## src/rtl/ilm_pkg.sv

```systemverilog
// ----------------------------------------------------------------------------
// ilm_pkg : shared types and constants of the idle-loop CPU load monitor
// Widths, configuration register indexes, sequencer states and the
// status struct from the divider to the sequencer.
// ----------------------------------------------------------------------------
`default_nettype none

package ilm_pkg;

  // Idle pass counter width
  localparam int CNT_W      = 32;
  localparam int TICK_W     = 32;
  localparam int WIN_W      = 16;
  localparam int FS_W       = 21;
  localparam int PCT_W      = 7;

  // Percent arithmetic: ((F - L) << 11) / (20 * F)
  localparam int PCT_SHIFT  = 11;
  localparam int PCT_MAX    = 100;
  localparam int NUM_W      = FS_W + PCT_SHIFT;
  localparam int DEN_W      = FS_W + 5;              // 20 * F < 2^(FS_W+5)
  localparam int Q_W        = 7;                     // quotient never above 102
  localparam int DSOR_W     = DEN_W + Q_W - 1;
  localparam int DIFF_W     = ((NUM_W > DSOR_W) ? NUM_W : DSOR_W) + 1;
  localparam int STEP_W     = $clog2(Q_W);
  localparam int CMP_W      = (CNT_W > FS_W) ? CNT_W : FS_W;

  // Configuration port
  localparam int CFG_IDX_W  = 2;
  localparam int CFG_DATA_W = FS_W;

  localparam logic [CFG_IDX_W-1:0] REG_WINDOW     = CFG_IDX_W'(0);
  localparam logic [CFG_IDX_W-1:0] REG_FULL_SCALE = CFG_IDX_W'(1);
  localparam logic [CFG_IDX_W-1:0] REG_PREDIVIDE  = CFG_IDX_W'(2);

  localparam logic [WIN_W-1:0] WINDOW_RST     = WIN_W'(100);
  localparam logic [FS_W-1:0]  FULL_SCALE_RST = FS_W'(1);

  // Item operations
  localparam logic OP_IDLE  = 1'b0;
  localparam logic OP_QUERY = 1'b1;

  typedef enum logic [1:0] {
    ST_IDLE,
    ST_DIV,
    ST_OUT
  } ilm_state_t;

  typedef struct packed {
    logic busy;
    logic done;
  } ilm_div_stat_t;

endpackage

`default_nettype wire

```

## src/rtl/ilm_divider.sv

```systemverilog
// ----------------------------------------------------------------------------
// ilm_divider : iterative restoring divider
// One compare/subtract unit, one quotient bit per cycle, Q_W bits a start.
// ----------------------------------------------------------------------------
`default_nettype none

module ilm_divider (
  input  wire logic                      clk,
  input  wire logic                      rst_n,
  input  wire logic                      start,
  input  wire logic [ilm_pkg::NUM_W-1:0] num,
  input  wire logic [ilm_pkg::DEN_W-1:0] den,
  output ilm_pkg::ilm_div_stat_t         stat,
  output logic [ilm_pkg::Q_W-1:0]        quot
);
  import ilm_pkg::*;

  logic [NUM_W-1:0]  rem_r,  rem_nxt;
  logic [DSOR_W-1:0] dsor_r, dsor_nxt;
  logic [Q_W-1:0]    quot_r, quot_nxt;
  logic [STEP_W-1:0] cnt_r,  cnt_nxt;
  logic              busy_r, busy_nxt;
  logic              done_r, done_nxt;
  logic [DIFF_W-1:0] diff;
  logic              ge;

  // shared subtractor: trial remainder minus shifted divisor
  assign diff = DIFF_W'(rem_r) - DIFF_W'(dsor_r);
  assign ge   = ~diff[DIFF_W-1];

  always_comb begin
    rem_nxt  = rem_r;
    dsor_nxt = dsor_r;
    quot_nxt = quot_r;
    cnt_nxt  = cnt_r;
    busy_nxt = busy_r;
    done_nxt = 1'b0;
    if (start) begin
      rem_nxt  = num;
      dsor_nxt = DSOR_W'(den) << (Q_W - 1);
      quot_nxt = '0;
      cnt_nxt  = STEP_W'(Q_W - 1);
      busy_nxt = 1'b1;
    end else if (busy_r) begin
      if (ge) begin
        rem_nxt = diff[NUM_W-1:0];
      end
      quot_nxt = {quot_r[Q_W-2:0], ge};
      dsor_nxt = dsor_r >> 1;
      cnt_nxt  = cnt_r - STEP_W'(1);
      if (cnt_r == '0) begin
        busy_nxt = 1'b0;
        done_nxt = 1'b1;
      end
    end
  end

  always_ff @(posedge clk) begin
    if (!rst_n) begin
      busy_r <= 1'b0;
      done_r <= 1'b0;
      cnt_r  <= '0;
    end else begin
      busy_r <= busy_nxt;
      done_r <= done_nxt;
      cnt_r  <= cnt_nxt;
    end
  end

  always_ff @(posedge clk) begin
    rem_r  <= rem_nxt;
    dsor_r <= dsor_nxt;
    quot_r <= quot_nxt;
  end

  assign stat.busy = busy_r;
  assign stat.done = done_r;
  assign quot      = quot_r;

endmodule

`default_nettype wire

```

## src/rtl/idle_loop_cpu_load_monitor_unit.sv

```systemverilog
// ----------------------------------------------------------------------------
// idle_loop_cpu_load_monitor_unit : CPU load from idle-loop pass counts
// Counts idle passes per tick window and turns the last window's count
// into a usage percentage on request.
// ----------------------------------------------------------------------------
// An idle pass transfer (op 0) returns nothing; the block is ready
// again on the next cycle. A query transfer (op 1) returns one
// usage_percent result and keeps in_stall high after it while the
// sequencer runs ST_DIV and ST_OUT: the shared restoring divider works
// one quotient bit per cycle, its registered done flag moves the
// sequencer to ST_OUT, and ST_OUT hands the result to the output
// register, so the next item is taken only back in ST_IDLE, later if
// that register is still held by a stalled earlier result. Windows are
// measured on now_ticks with wrap-safe signed comparisons; window_ticks,
// full_scale_loops and predivide_on are written over the cfg_ port, which
// is always ready and should only be used while no query is in flight.
`default_nettype none

module idle_loop_cpu_load_monitor_unit (
  input  wire logic                           clk,
  input  wire logic                           rst_n,
  // item channel
  input  wire logic                           in_valid,
  output logic                                in_stall,
  input  wire logic                           in_op,
  input  wire logic [31:0]                    in_now_ticks,
  // result channel
  output logic                                out_valid,
  input  wire logic                           out_stall,
  output logic [6:0]                          out_usage_percent,
  // configuration writes
  input  wire logic                           cfg_valid,
  output logic                                cfg_ready,
  input  wire logic [ilm_pkg::CFG_IDX_W-1:0]  cfg_index,
  input  wire logic [ilm_pkg::CFG_DATA_W-1:0] cfg_data
);
  import ilm_pkg::*;

  // configuration
  logic [WIN_W-1:0]  window_r;
  logic [FS_W-1:0]   full_scale_r;
  logic              predivide_r;

  // measurement state
  logic [CNT_W-1:0]  idle_count_r,  idle_count_nxt;
  logic [CNT_W-1:0]  latched_r,     latched_nxt;
  logic [TICK_W-1:0] deadline_r,    deadline_nxt;

  // sequencer
  ilm_state_t        state_r, state_nxt;
  logic              div_start;
  logic              out_load;
  logic              out_valid_r;
  logic [PCT_W-1:0]  pct_r;

  // datapath
  logic              in_xfer;
  logic [TICK_W-1:0] win_ext;
  logic [TICK_W-1:0] new_deadline;
  logic [TICK_W-1:0] dl_diff;
  logic [TICK_W-1:0] stale_diff;
  logic              now_after_dl;
  logic              now_stale;
  logic [CNT_W-1:0]  loops;
  logic [FS_W-1:0]   fs;
  logic              loops_over;
  logic [FS_W-1:0]   fs_minus;
  logic [NUM_W-1:0]  div_num;
  logic [DEN_W-1:0]  div_den;
  ilm_div_stat_t     div_stat;
  logic [Q_W-1:0]    div_quot;
  logic [PCT_W-1:0]  pct_clamped;

  assign cfg_ready = 1'b1;
  assign in_xfer   = in_valid & ~in_stall;

  always_ff @(posedge clk) begin
    if (!rst_n) begin
      window_r     <= WINDOW_RST;
      full_scale_r <= FULL_SCALE_RST;
      predivide_r  <= 1'b0;
    end else if (cfg_valid && cfg_ready) begin
      case (cfg_index)
        REG_WINDOW:     window_r     <= cfg_data[WIN_W-1:0];
        REG_FULL_SCALE: full_scale_r <= cfg_data[FS_W-1:0];
        REG_PREDIVIDE:  predivide_r  <= cfg_data[0];
        default: ;
      endcase
    end
  end

  // wrap-safe time tests: t after d when (d - t) is negative
  assign win_ext      = TICK_W'(window_r);
  assign new_deadline = in_now_ticks + win_ext;
  assign dl_diff      = deadline_r - in_now_ticks;
  assign stale_diff   = deadline_r + win_ext - in_now_ticks;
  assign now_after_dl = dl_diff[TICK_W-1];
  assign now_stale    = stale_diff[TICK_W-1];

  always_comb begin
    idle_count_nxt = idle_count_r;
    latched_nxt    = latched_r;
    deadline_nxt   = deadline_r;
    if (in_xfer) begin
      if (in_op == OP_IDLE) begin
        if (now_after_dl) begin
          latched_nxt    = idle_count_r;
          deadline_nxt   = new_deadline;
          idle_count_nxt = '0;
        end else begin
          idle_count_nxt = idle_count_r + CNT_W'(1);
        end
      end else if (now_stale) begin
        deadline_nxt   = new_deadline;
        idle_count_nxt = '0;
        latched_nxt    = '0;
      end
    end
  end

  always_ff @(posedge clk) begin
    if (!rst_n) begin
      idle_count_r <= '0;
      latched_r    <= '0;
      deadline_r   <= '0;
    end else begin
      idle_count_r <= idle_count_nxt;
      latched_r    <= latched_nxt;
      deadline_r   <= deadline_nxt;
    end
  end

  // percent operands from the count latched before this query
  assign loops      = predivide_r ? (latched_r >> PCT_SHIFT) : latched_r;
  assign fs         = (full_scale_r == '0) ? FS_W'(1) : full_scale_r;
  assign loops_over = CMP_W'(loops) > CMP_W'(fs);
  assign fs_minus   = fs - loops[FS_W-1:0];
  assign div_num    = loops_over ? '0 : {fs_minus, {PCT_SHIFT{1'b0}}};
  // 20 * F as two shifted adds
  assign div_den    = (DEN_W'(fs) << 4) + (DEN_W'(fs) << 2);

  ilm_divider u_div (
    .clk   (clk),
    .rst_n (rst_n),
    .start (div_start),
    .num   (div_num),
    .den   (div_den),
    .stat  (div_stat),
    .quot  (div_quot)
  );

  assign pct_clamped = (div_quot > Q_W'(PCT_MAX)) ? PCT_W'(PCT_MAX) : PCT_W'(div_quot);

  always_ff @(posedge clk) begin
    if (!rst_n) begin
      state_r <= ST_IDLE;
    end else begin
      state_r <= state_nxt;
    end
  end

  always_comb begin
    state_nxt = state_r;
    div_start = 1'b0;
    out_load  = 1'b0;
    in_stall  = 1'b1;
    case (state_r)
      ST_IDLE: begin
        in_stall = 1'b0;
        if (in_valid && in_op == OP_QUERY) begin
          div_start = 1'b1;
          state_nxt = ST_DIV;
        end
      end
      ST_DIV: begin
        if (div_stat.done) begin
          state_nxt = ST_OUT;
        end
      end
      ST_OUT: begin
        if (!out_valid_r || !out_stall) begin
          out_load  = 1'b1;
          state_nxt = ST_IDLE;
        end
      end
      default: begin
        state_nxt = ST_IDLE;
      end
    endcase
  end

  // output register: frees the sequencer while a result waits
  always_ff @(posedge clk) begin
    if (!rst_n) begin
      out_valid_r <= 1'b0;
    end else if (out_load) begin
      out_valid_r <= 1'b1;
    end else if (!out_stall) begin
      out_valid_r <= 1'b0;
    end
  end

  always_ff @(posedge clk) begin
    if (out_load) begin
      pct_r <= pct_clamped;
    end
  end

  assign out_valid         = out_valid_r;
  assign out_usage_percent = pct_r;

endmodule

`default_nettype wire

```

## config.mk

```make
export PLATFORM = sky130hd
export DESIGN_NAME = idle_loop_cpu_load_monitor_unit
export DESIGN_NICKNAME = d
export VERILOG_FILES = /design/src/rtl/ilm_pkg.sv /design/src/rtl/ilm_divider.sv /design/src/rtl/idle_loop_cpu_load_monitor_unit.sv
export SDC_FILE = /design/constraint.sdc
export NUM_CORES = 1
export LEC_CHECK = 0
export ABC_CLOCK_PERIOD_IN_PS = 5800
export BUFFER_PORTS_ARGS = -buffer_cell sky130_fd_sc_hd__buf_4
export CAP_MARGIN = 15
export CORE_MARGIN = 2
export CORE_UTILIZATION = 57
export CTS_CLUSTER_DIAMETER = 50
export CTS_CLUSTER_SIZE = 25
export DETAILED_ROUTE_END_ITERATION = 6
export GPL_TIMING_DRIVEN = 0
export PLACE_DENSITY = 0.78
export REMOVE_ABC_BUFFERS = 1
export SYNTH_ARGS = -nofsm -noshare
export SYNTH_HDL_FRONTEND = slang
export SYNTH_SLANG_ARGS = --single-unit
```

## constraint.sdc

```tcl
create_clock -name clk -period 5.8 [get_ports clk]
set_clock_uncertainty 0.05 [all_clocks]
set_input_delay 1.16 -clock clk [delete_from_list [all_inputs] [get_ports clk]]
set_output_delay 1.16 -clock clk [all_outputs]
set_load 0.005 [all_outputs]
```

# --- Word level (Yosys, flattened, before mapping) ---
# Cells that the tools add are included.
totals:
  reg_bits: 220
  latch_bits: 0
  ramBits: 0
  rom_bits: 0
  in_bits: 61
  output_inout_bits: 10
  wordCells: 94
  mem_count: 0
classes:
  n_addsub: 9
  multipliers: 0
  n_div: 0
  n_lt_le_gt_ge: 2
  n_eq_ne: 10
  n_shift: 0
  n_mux: 33
  n_bitwise: 4
  n_reduce_logical: 19
op_table:
  columns: ["cell", "count"]
  rows:
  - ["32-bit 2-to-1 mux", 15]
  - ["32-bit by 16-bit adder with 32-bit output", 2]
  - ["32-bit subtractor", 2]
  - ["32-bit by 32-bit subtractor with 33-bit output", 1]
  - ["32-bit by 1-bit adder with 32-bit output (second input constant)", 1]
  - ["32-bit by 21-bit greater-than comparator with 1-bit output", 1]
  - ["25-bit by 23-bit adder with 26-bit output", 1]
  - ["21-bit logical NOT", 1]
  - ["21-bit 2-to-1 mux", 1]
  - ["21-bit subtractor", 1]
  - ["1-bit 2-to-1 mux", 11]
  - ["2-bit AND reduction", 5]
  - ["2-bit by 1-bit != test with 1-bit output (second input constant)", 4]
  - ["7-bit greater-than comparator (second input constant)", 1]
  - ["2-bit 2-to-1 mux", 3]
  - ["3-bit 2-to-1 mux", 2]
  - ["2-bit case mux with 3 select lines", 1]
  - ["3-bit AND reduction", 2]
  - ["2-bit by 1-bit == test with 1-bit output (second input constant)", 2]
  - ["2-bit == test (second input constant)", 2]
  - ["2-bit logical NOT", 2]
  - ["2-bit != test (second input constant)", 2]
  - ["2-bit nonzero test", 2]
  - ["3-bit logical NOT", 1]
  - ["other kinds (8)", 11]

# --- Logic depth before layout (Yosys ltp) ---
# Gate-level depths: netlist of run 1.
logic_depth:
  word_depth: 5
  depth_mapped: 16
  depth_no_buf: 15

# --- Hierarchy ---
# A second synthesis of run 1 with hierarchy kept.
unflattened:
  hier_cells: 1978
  hier_area_um2: 16733.5
by_module_without_submodules:
  columns: ["module", "instances", "cells_each", "area_each_um2", "seq_area_each_um2"]
  rows:
  - ["idle_loop_cpu_load_monitor_unit", 1, 1419, 11548.6, 2952.8]
  - ["ilm_divider", 1, 559, 5185.0, 2102.0]

# --- Worst setup path before layout of run 1 ---
# OpenSTA, ideal clock, no wires.
synth_timing:
  path_type: "register to register"
  startpoint: "reg u_div.rem_r[0]"
  endpoint: "reg u_div.rem_r[0] (enable)"
  setup_time_ns: 0.466
  t_arrival_ns: 4.906
  required_ns: 5.284
  path_slack_ns: 0.378
  path_stages_with_launch: 13
  path_buffers: 0
  period_less_slack_ns: 5.422
  path_cell_list: "edfxtp_1 -> inv_1 -> ha_1 -> fa_1 -> nor2b_1 -> o2111ai_1 -> and4b_1 -> or4b_1 -> and2_1 -> o211ai_1 -> a211o_1 -> a311oi_1 -> o21ai_0"
synth_between:
  elab_chain_cells: 3
synth_rtl:
  columns: ["element", "line_no", "text"]
  rows:
  - ["from (decl)", "ilm_divider.sv:18", "logic [NUM_W-1:0] rem_r, rem_nxt;"]
  - ["from (signal assigned)", "ilm_divider.sv:71", "rem_r <= rem_nxt;"]
  - ["32-bit by 32-bit subtractor with 33-bit output", "ilm_divider.sv:28", "assign diff = DIFF_W'(rem_r) - DIFF_W'(dsor_r);"]
  - ["2-bit != test (no source line)", null, null]
  - ["2-bit AND reduction (no source line)", null, null]
# Every way passes these cells.
# A chain may end at the register's enable or synchronous reset.

# --- Worst setup path in the final report of run 1 ---
layout_timing:
  startpoint: "in in_now_ticks[27]"
  endpoint: "reg deadline_r[22]"
layout_between:
  elab_chain_cells: 3
  elab_cells_between_ends: 5
  cone_classes: "2 x add/sub; 1 x eq/ne; 2 x reduce/logical"
layout_rtl:
  columns: ["element", "line_no", "text"]
  rows:
  - ["from (decl)", "idle_loop_cpu_load_monitor_unit.sv:26", "input wire logic [31:0] in_now_ticks,"]
  - ["32-bit subtractor, on equally long branches", "idle_loop_cpu_load_monitor_unit.sv:96, idle_loop_cpu_load_monitor_unit.sv:95", null]
  - ["2-bit by 1-bit != test with 1-bit output (no source line) or 2-bit nonzero test (tied branches)", null, null]
  - ["3-bit AND reduction (no source line) *", null, null]
  - ["to (signal assigned)", "idle_loop_cpu_load_monitor_unit.sv:129", "deadline_r <= deadline_nxt;"]
  - ["to (decl)", "idle_loop_cpu_load_monitor_unit.sv:47", "logic [TICK_W-1:0] deadline_r, deadline_nxt;"]
# Mark *: on every way between the ends. The rest lies on a longest branch, timed or not.

==> results of run 1 <==
power breakdown:
group / internal, mW / total [mW] / switching [mW] / leakage (nW)
Clock: 1.06 / 1.83 / 0.771 / 0.484
Combinational: 0.583 / 1.44 / 0.852 / 5.20
Sequential: 1.73 / 1.81 / 0.0760 / 1.88
area by class of cell:
class                      instances  area (µm²)  area share, %
timing repair buffer              83         786           4.28
tap                              384         480           2.62
multi-input combinational       1441       10300           56.0
clock inverter                    22         245           1.34
inverter                         205         772           4.20
clock buffer                      31         743           4.05
sequential                       220        5060           27.5
flip-flops by register name, indices dropped and copies added, names as in the netlist, 2 cells and up:
name               count
state_r                2
deadline_r            32
u_div.rem_r           32
window_r              16
full_scale_r          21
latched_r             32
idle_count_r          32
out_usage_percent      7
u_div.cnt_r            3
u_div.quot             7
u_div.dsor_r          32
worst max path at each step:
stage / from / endpoint / slack, ns / depth (start not counted)
after floorplan: in_now_ticks[27] / deadline_r[22] / -1.08 / 13
after global placement: in_now_ticks[27] / deadline_r[22] / -4.24 / 14
after detailed placement: in_now_ticks[27] / deadline_r[22] / -0.11 / 14
after CTS: in_now_ticks[27] / deadline_r[22] / 0.44 / 14
after global routing: in_now_ticks[27] / deadline_r[22] / 0.23 / 14
final: in_now_ticks[27] / deadline_r[22] / 0.31 / 14
layer usage:
layer  vias to the layer above  routed length (µm)  part of all wire (%)
li1                       7095                   -                     -
met3                        73                2230                   5.3
met2                       449               19900                    48
met4                         0                1210                   2.9
met1                      6786               18500                    44
met5                         -                   0                     0
worst max-delay path, delay by kind of cell:
kind | cells | cell delay (ns)
adders and majority gates | 2 | 0.64
and+or+nand+nor | 5 | 2.16
AOI/OAI and AO/OA | 4 | 1.64
buffers and inverters | 3 | 0.25
cell families (layout without fill, tap and decap cells):
group	count (synthesis)	in the layout
compound gates	551	551
flops	220	220
simple gates	558	558
other cells	1	1
buf+inv	319	341
xor+xnor	83	83
fa+ha+maj	213	213
mux	35	35
layout by cell type, fill, tap and decap left out, types with 19 or more instances in the layout:
master,count
inv_1,203
a21oi_1,185
ha_1,184
nand2_1,154
dfxtp_1,154
o21ai_0,122
nor2_1,92
buf_4,69
edfxtp_1,65
nand3_1,58
xnor2_1,53
nand4_1,50
nor3_1,40
a21o_1,35
a211oi_1,34
xor2_1,30
clkbuf_16,29
fa_1,26
mux2i_1,25
nor2b_1,24
o31ai_1,23
a31oi_1,22
nor4_1,19
through the flow:
step,cells,hold WS (ns),setup slack [ns],total power [mW]
after CTS,2383,0.412,0.436,5.08
after detailed placement,2330,0.397,-0.109,3.24
final,2386,0.423,0.311,5.07
after floorplan,1866,0.380,-1.08,2.83
after global placement,2319,0.388,-4.24,3.16
after global routing,2386,0.427,0.233,5.34
==> results.json, run 1 <==
{
  "dieHeight_um": 174,
  "synth-xor-area-share_pct": 4.41,
  "ys_top_cells_by_area": "dfxtp_1 (19%), ha_1 (14%), edfxtp_1 (12%), a21oi_1 (5.6%), inv_1 (4.6%)",
  "cp.arrival_ns": 5.87,
  "antenna_found_initial": 0,
  "grt_pass1_vias": 13800,
  "holdPathStages": 0,
  "slowest_stage": "nand2_1",
  "cts_buffer_depth": 3,
  "cts_tree": "done",
  "grt_use_met2_pct": 46.4,
  "cts_sinks": 220,
  "post_cts_buffers": 0,
  "cts.repair.resized": 0,
  "fin_crit_sh_pct": 94.6,
  "drt_iter0_markers": 1061,
  "final.min_clock_period_ns": 5.49,
  "synth_simple_gate_area_share_pct": 17.2,
  "r2r-end": "deadline_r[22]",
  "cp_max_fo": 28,
  "root_buffer": "clkbuf_16",
  "criticalPathCategory": "in -> reg",
  "crit_path_max_incr_delay_ns": 0.78,
  "vias_per_cell": 6.04,
  "met3_usage_pct": 2.80,
  "setup_violations": 0,
  "dr.pass1.iters": 5,
  "synth_top_area_share_pct": 18.8,
  "setup_tns_ns": 0,
  "ys_ff_latch": 220,
  "status": "finished clean",
  "synth-seq-area-share_pct": 30.7,
  "path_cells": "buf_4 > inv_1 > ha_1 > inv_1 > fa_1 > nand4b_1 > or4b_4 > nor3_2 > o2111ai_1 > nor2_2 > o21ai_2 > a31oi_4 > nand2_1 > o311a_1",
  "row_count": 62,
  "netlist.top_cell.by_area": "dfxtp_1",
  "synth_area_mm2": 0.0165,
  "synth_top_family_by_area": "compound AO/OA/AOI/OAI gates",
  "irDropWorstVdd_mv": 0.194,
  "vias": 14400,
  "fill_cells": 2365,
  "n_antenna_cell": 0,
  "gp_congestion": 0.942,
  "async_flop_share_pct": 0,
  "slew_headroom_pct": 20.9,
  "grt_max_degree": 71,
  "drive_above_1_share_pct": 8.99,
  "yosysMostFrequentCell": "inv_1",
  "io_pins": 71,
  "worst_slew_pin_slew_ns": 1.18,
  "ys_types": 83,
  "detail-route-antenna-nets": 0,
  "r2r_setup_slack_ns": 0.75,
  "startpoint_type": "input pin",
  "yosysWarnings": 0,
  "path_clk_slew_ns": 0.07,
  "final_max_slew_viol_count": 0,
  "synth.avg_cell_area_um2": 8.33,
  "drc": 0,
  "synth-adder-area-share_pct": 17.3,
  "finalHoldViolCount": 0,
  "wl_per_cell_um": 17.6,
  "required_ns": 6.18,
  "hold_path_class": "reg -> reg",
  "synth_common_cells": "inv_1 (204), a21oi_1 (185), ha_1 (184)",
  "busiest_layer": "met2",
  "crit_path_end_kind": "flip-flop",
  "leakage_nw": 7.56,
  "synth_cells": 1980,
  "core_area_mm2": 0.0286,
  "area_growth_pct": 11.4,
  "synth_compound_area_share_pct": 20.8,
  "path_common_cell": "inv_1",
  "track_usage_pct": 27.2,
  "synthFlopType": "dfxtp_1",
  "global_route.usage.met1_pct": 36.3,
  "hold_path.startpoint": "u_div.quot[6]",
  "rr_worst_depth": 12,
  "utilization_pct": 64.2,
  "synth_edf_count": 65,
  "nNetsFinal": 2251,
  "synth.area.mux_share_pct": 2.20,
  "dieArea_mm2": 0.0303,
  "rsz0062_at_grt": "no",
  "cts_hold_buffers": 0,
  "grt_first_pass_wirelength_um": 68500,
  "fmax_ghz": 0.182,
  "die_x_um": 174,
  "min_to": "out_usage_percent[6]",
  "drv_cap": 0,
  "port_buffers": 69,
  "dpl-instance-area_mm2": 0.0173,
  "design_area_mm2": 0.0184,
  "grt-ovfl-total": 0,
  "worstSkewPairLatency_ns": 0.55,
  "timing.rr.start": "deadline_r[27]",
  "hpwl_um": 30900,
  "powerDensity_mw_per_mm2": 276,
  "htreeDepth": 1,
  "start_util_pct": 57.6,
  "cts_buffers": 29,
  "totalWireLength_um": 41900
}
No activity file was read; power rests on OpenSTA's default activity.
==> inputs of run 2 (changes only) <==
ABC_AREA = 1   (was unset)
CORE_UTILIZATION = 58   (was 57)
PLACE_DENSITY = 0.79   (was 0.78)
==> run 2 against run 1 <==
Compared with the run above: setup slack improved by 0.74 ns; highest routed layer unchanged; global-route usage increased by 2.4 points; via count increased by 19%.
==> results.json, run 2 <==
{
  "irDropWorstVdd_mv": 0.252,
  "fin_cells": 3093,
  "final.min_clock_period_ns": 4.75,
  "synth-adder-area-share_pct": 15.7,
  "dp.cells": 3032,
  "vias_per_cell": 5.54,
  "synth_simple_gate_area_share_pct": 27.1,
  "path_common_cell": "nand2_1",
  "fmax_ghz": 0.210,
  "final_cell_mix": "nand2_1 (632), inv_1 (435), nor2_1 (225)",
  "grt-ovfl-total": 0,
  "drive_above_1_share_pct": 6.45,
  "p_int_mw": 3.34,
  "swShare_pct": 36.6,
  "synth.area.mux_share_pct": 0,
  "port_buffers": 69,
  "rsz0062_at_grt": "no",
  "vias": 17100,
  "netlist.top_cell.by_area": "dfxtp_1",
  "synth.avg_cell_area_um2": 6.76,
  "yosysWarnings": 0,
  "slowest_stage": "nand3_2",
  "dieArea_mm2": 0.0323,
  "yosysMostFrequentCell": "nand2_1",
  "antenna_found_initial": 0,
  "drv_cap": 0,
  "synth_area_mm2": 0.0179,
  "hold_path_class": "reg -> reg",
  "detail-route-antenna-nets": 0,
  "synth_top_family_by_area": "simple AND/OR/NAND/NOR gates",
  "ys_types": 51,
  "synth_common_cells": "nand2_1 (633), inv_1 (435), nor2_1 (226)",
  "synth-xor-area-share_pct": 2.93,
  "hpwl_um": 37700,
  "slew_headroom_pct": 27.1,
  "track_usage_pct": 29.6,
  "ys_top_cells_by_area": "dfxtp_1 (17%), nand2_1 (13%), ha_1 (13%), edfxtp_1 (11%), inv_1 (9.1%)",
  "synth_top_area_share_pct": 17.3,
  "synth_compound_area_share_pct": 14.4,
  "p_clk_share_pct": 35.8,
  "powerDensity_mw_per_mm2": 268,
  "path_delay_family": "simple AND/OR/NAND/NOR gates",
  "io_pins": 71,
  "status": "finished clean",
  "post_cts_buffers": 0,
  "worstSkewPairLatency_ns": 0.60,
  "area_growth_pct": 9.94,
  "n_antenna_cell": 0,
  "pwr-share-comb_pct": 29.8,
  "htreeDepth": 1,
  "synth_cells": 2653,
  "dr.pass1.iters": 6,
  "whs_ns": 0.416,
  "cts.repair.resized": 0,
  "core_area_mm2": 0.0305,
  "grt_first_pass_wirelength_um": 79600,
  "cts_buffer_depth": 3,
  "synth_edf_count": 65,
  "nNetsFinal": 2943,
  "path_clk_slew_ns": 0.06,
  "cp.arrival_ns": 5.18,
  "crit_path_end_kind": "flip-flop",
  "async_flop_share_pct": 0,
  "fin_crit_sh_pct": 81.9,
  "row_count": 64,
  "gp_congestion": 0.959,
  "synthFlopType": "dfxtp_1",
  "p_switching_mw": 1.93,
  "cts_hold_buffers": 0,
  "critical_path_buf_inv_count": 3,
  "dieHeight_um": 180,
  "root_buffer": "clkbuf_16",
  "worst_slew_pin_slew_ns": 1.09,
  "cts_buffers": 31,
  "setup_violations": 0,
  "ys_ff_latch": 220,
  "path_cells": "buf_4 > fa_1 > inv_1 > ha_1 > a21oi_1 > nand2_1 > nand2_1 > nand2_1 > nand2_1 > nand2_1 > nand2_1 > nand2_1 > nand2_1 > nand3_2 > nand3_2 > buf_12 > nand2_1 > o21ai_0",
  "die_x_um": 180,
  "required_ns": 6.22,
  "final_max_slew_viol_count": 0,
  "drc": 0,
  "finalHoldViolCount": 0,
  "final_common_cell": "nand2_1",
  "drt_iter0_markers": 1169,
  "crit_path_max_incr_delay_ns": 0.58,
  "start_util_pct": 58.8,
  "cts_tree": "done",
  "cts_sinks": 220,
  "startpoint_type": "input pin",
  "totalWireLength_um": 49000,
  "grt_max_degree": 73,
  "grt_pass1_vias": 16700,
  "wl_per_cell_um": 15.8,
  "seq_power_share_pct": 34.4,
  "cp_max_fo": 31,
  "synth-seq-area-share_pct": 28.2,
  "utilization_pct": 64.6,
  "criticalPathCategory": "in -> reg",
  "leakage_nw": 9.54
}
## run 2: changes by cell type after synthesis, sizes merged, moves of 22 or more
| cell | change |
|---|---|
| o31ai | -22 |
| a211oi | -30 |
| inv | +238 |
| nor2b | -22 |
| nor2 | +136 |
| a21o | -30 |
| o21ai | +72 |
| mux2i | -25 |
| nand2 | +481 |
| a21oi | +28 |
| nand3 | +78 |
| xnor2 | -40 |
| clkbuf | -42 |
## run 2: tightest hold or removal path: cells and delay by family (launching register included)
| kind | cells | cell delay (ns) |
|---|---|---|
| DFF | 1 | 0.31 |
| and+or+nand+nor | 2 | 0.11 |
## run 2: power by group through the flow
stage	Combinational (mW)	Clock (mW)	Sequential [mW]
floorplan	1.08	0	1.82
global placement	1.46	0	1.85
detailed placement	1.53	0	1.85
CTS	1.54	1.91	1.82
global route	1.77	1.99	1.83
finish	1.57	1.89	1.82
## run 2: logic make-up (layout without fill, tap and decap cells)
logic type / after synthesis / in the layout
flops: 220 / 220
xor+xnor: 60 / 60
simple gates: 1147 / 1147
fa+ha+maj: 210 / 210
other cells: 1 / 1
compound gates: 484 / 484
buf+inv: 531 / 575
## run 2: worst paths after layout
| path | from | endpoint | slack, ns | cells past startpoint |
|---|---|---|---|---|
| setup / recovery | in_now_ticks[2] | latched_r[31] | 1.05 | 18 |
| hold / removal | latched_r[5] | latched_r[5] | 0.42 | 2 |
| setup reg to reg | window_r[2] | latched_r[31] | 1.31 | 18 |
| hold reg to reg | latched_r[5] | latched_r[5] | 0.42 | 2 |
## run 2: stage by stage
step	cell area, µm²	setup TNS, ns	power (mW)	setup WS [ns]
2_1_floorplan	17500	0	2.90	0.0546
3_3_place_gp	18500	-150.56	3.31	-2.90
3_5_place_dp	18600	-0.708	3.38	-0.0620
4_1_cts	19700	0	5.27	0.506
5_1_grt	19700	0	5.59	0.731
6_report	19700	0	5.28	1.05
## run 2: layout make-up
| class | instances | area (µm²) |
|---|---|---|
| clock buffer | 36 | 806 |
| multi-input combinational | 1902 | 10800 |
| timing repair buffer | 75 | 643 |
| sequential | 220 | 5050 |
| clock inverter | 22 | 238 |
| fill | 2796 | 10800 |
| tap | 396 | 495 |
| inverter | 442 | 1660 |
## run 2: layer usage
layer | GRT usage [%] | part of all wire (%) | vias up
li1 | - | - | 8613
met1 | 36.1 | 42 | 7825
met2 | 51.8 | 47 | 558
met3 | 4.38 | 6.5 | 139
met4 | 13.1 | 4.3 | 0
met5 | 0 | 0 | -
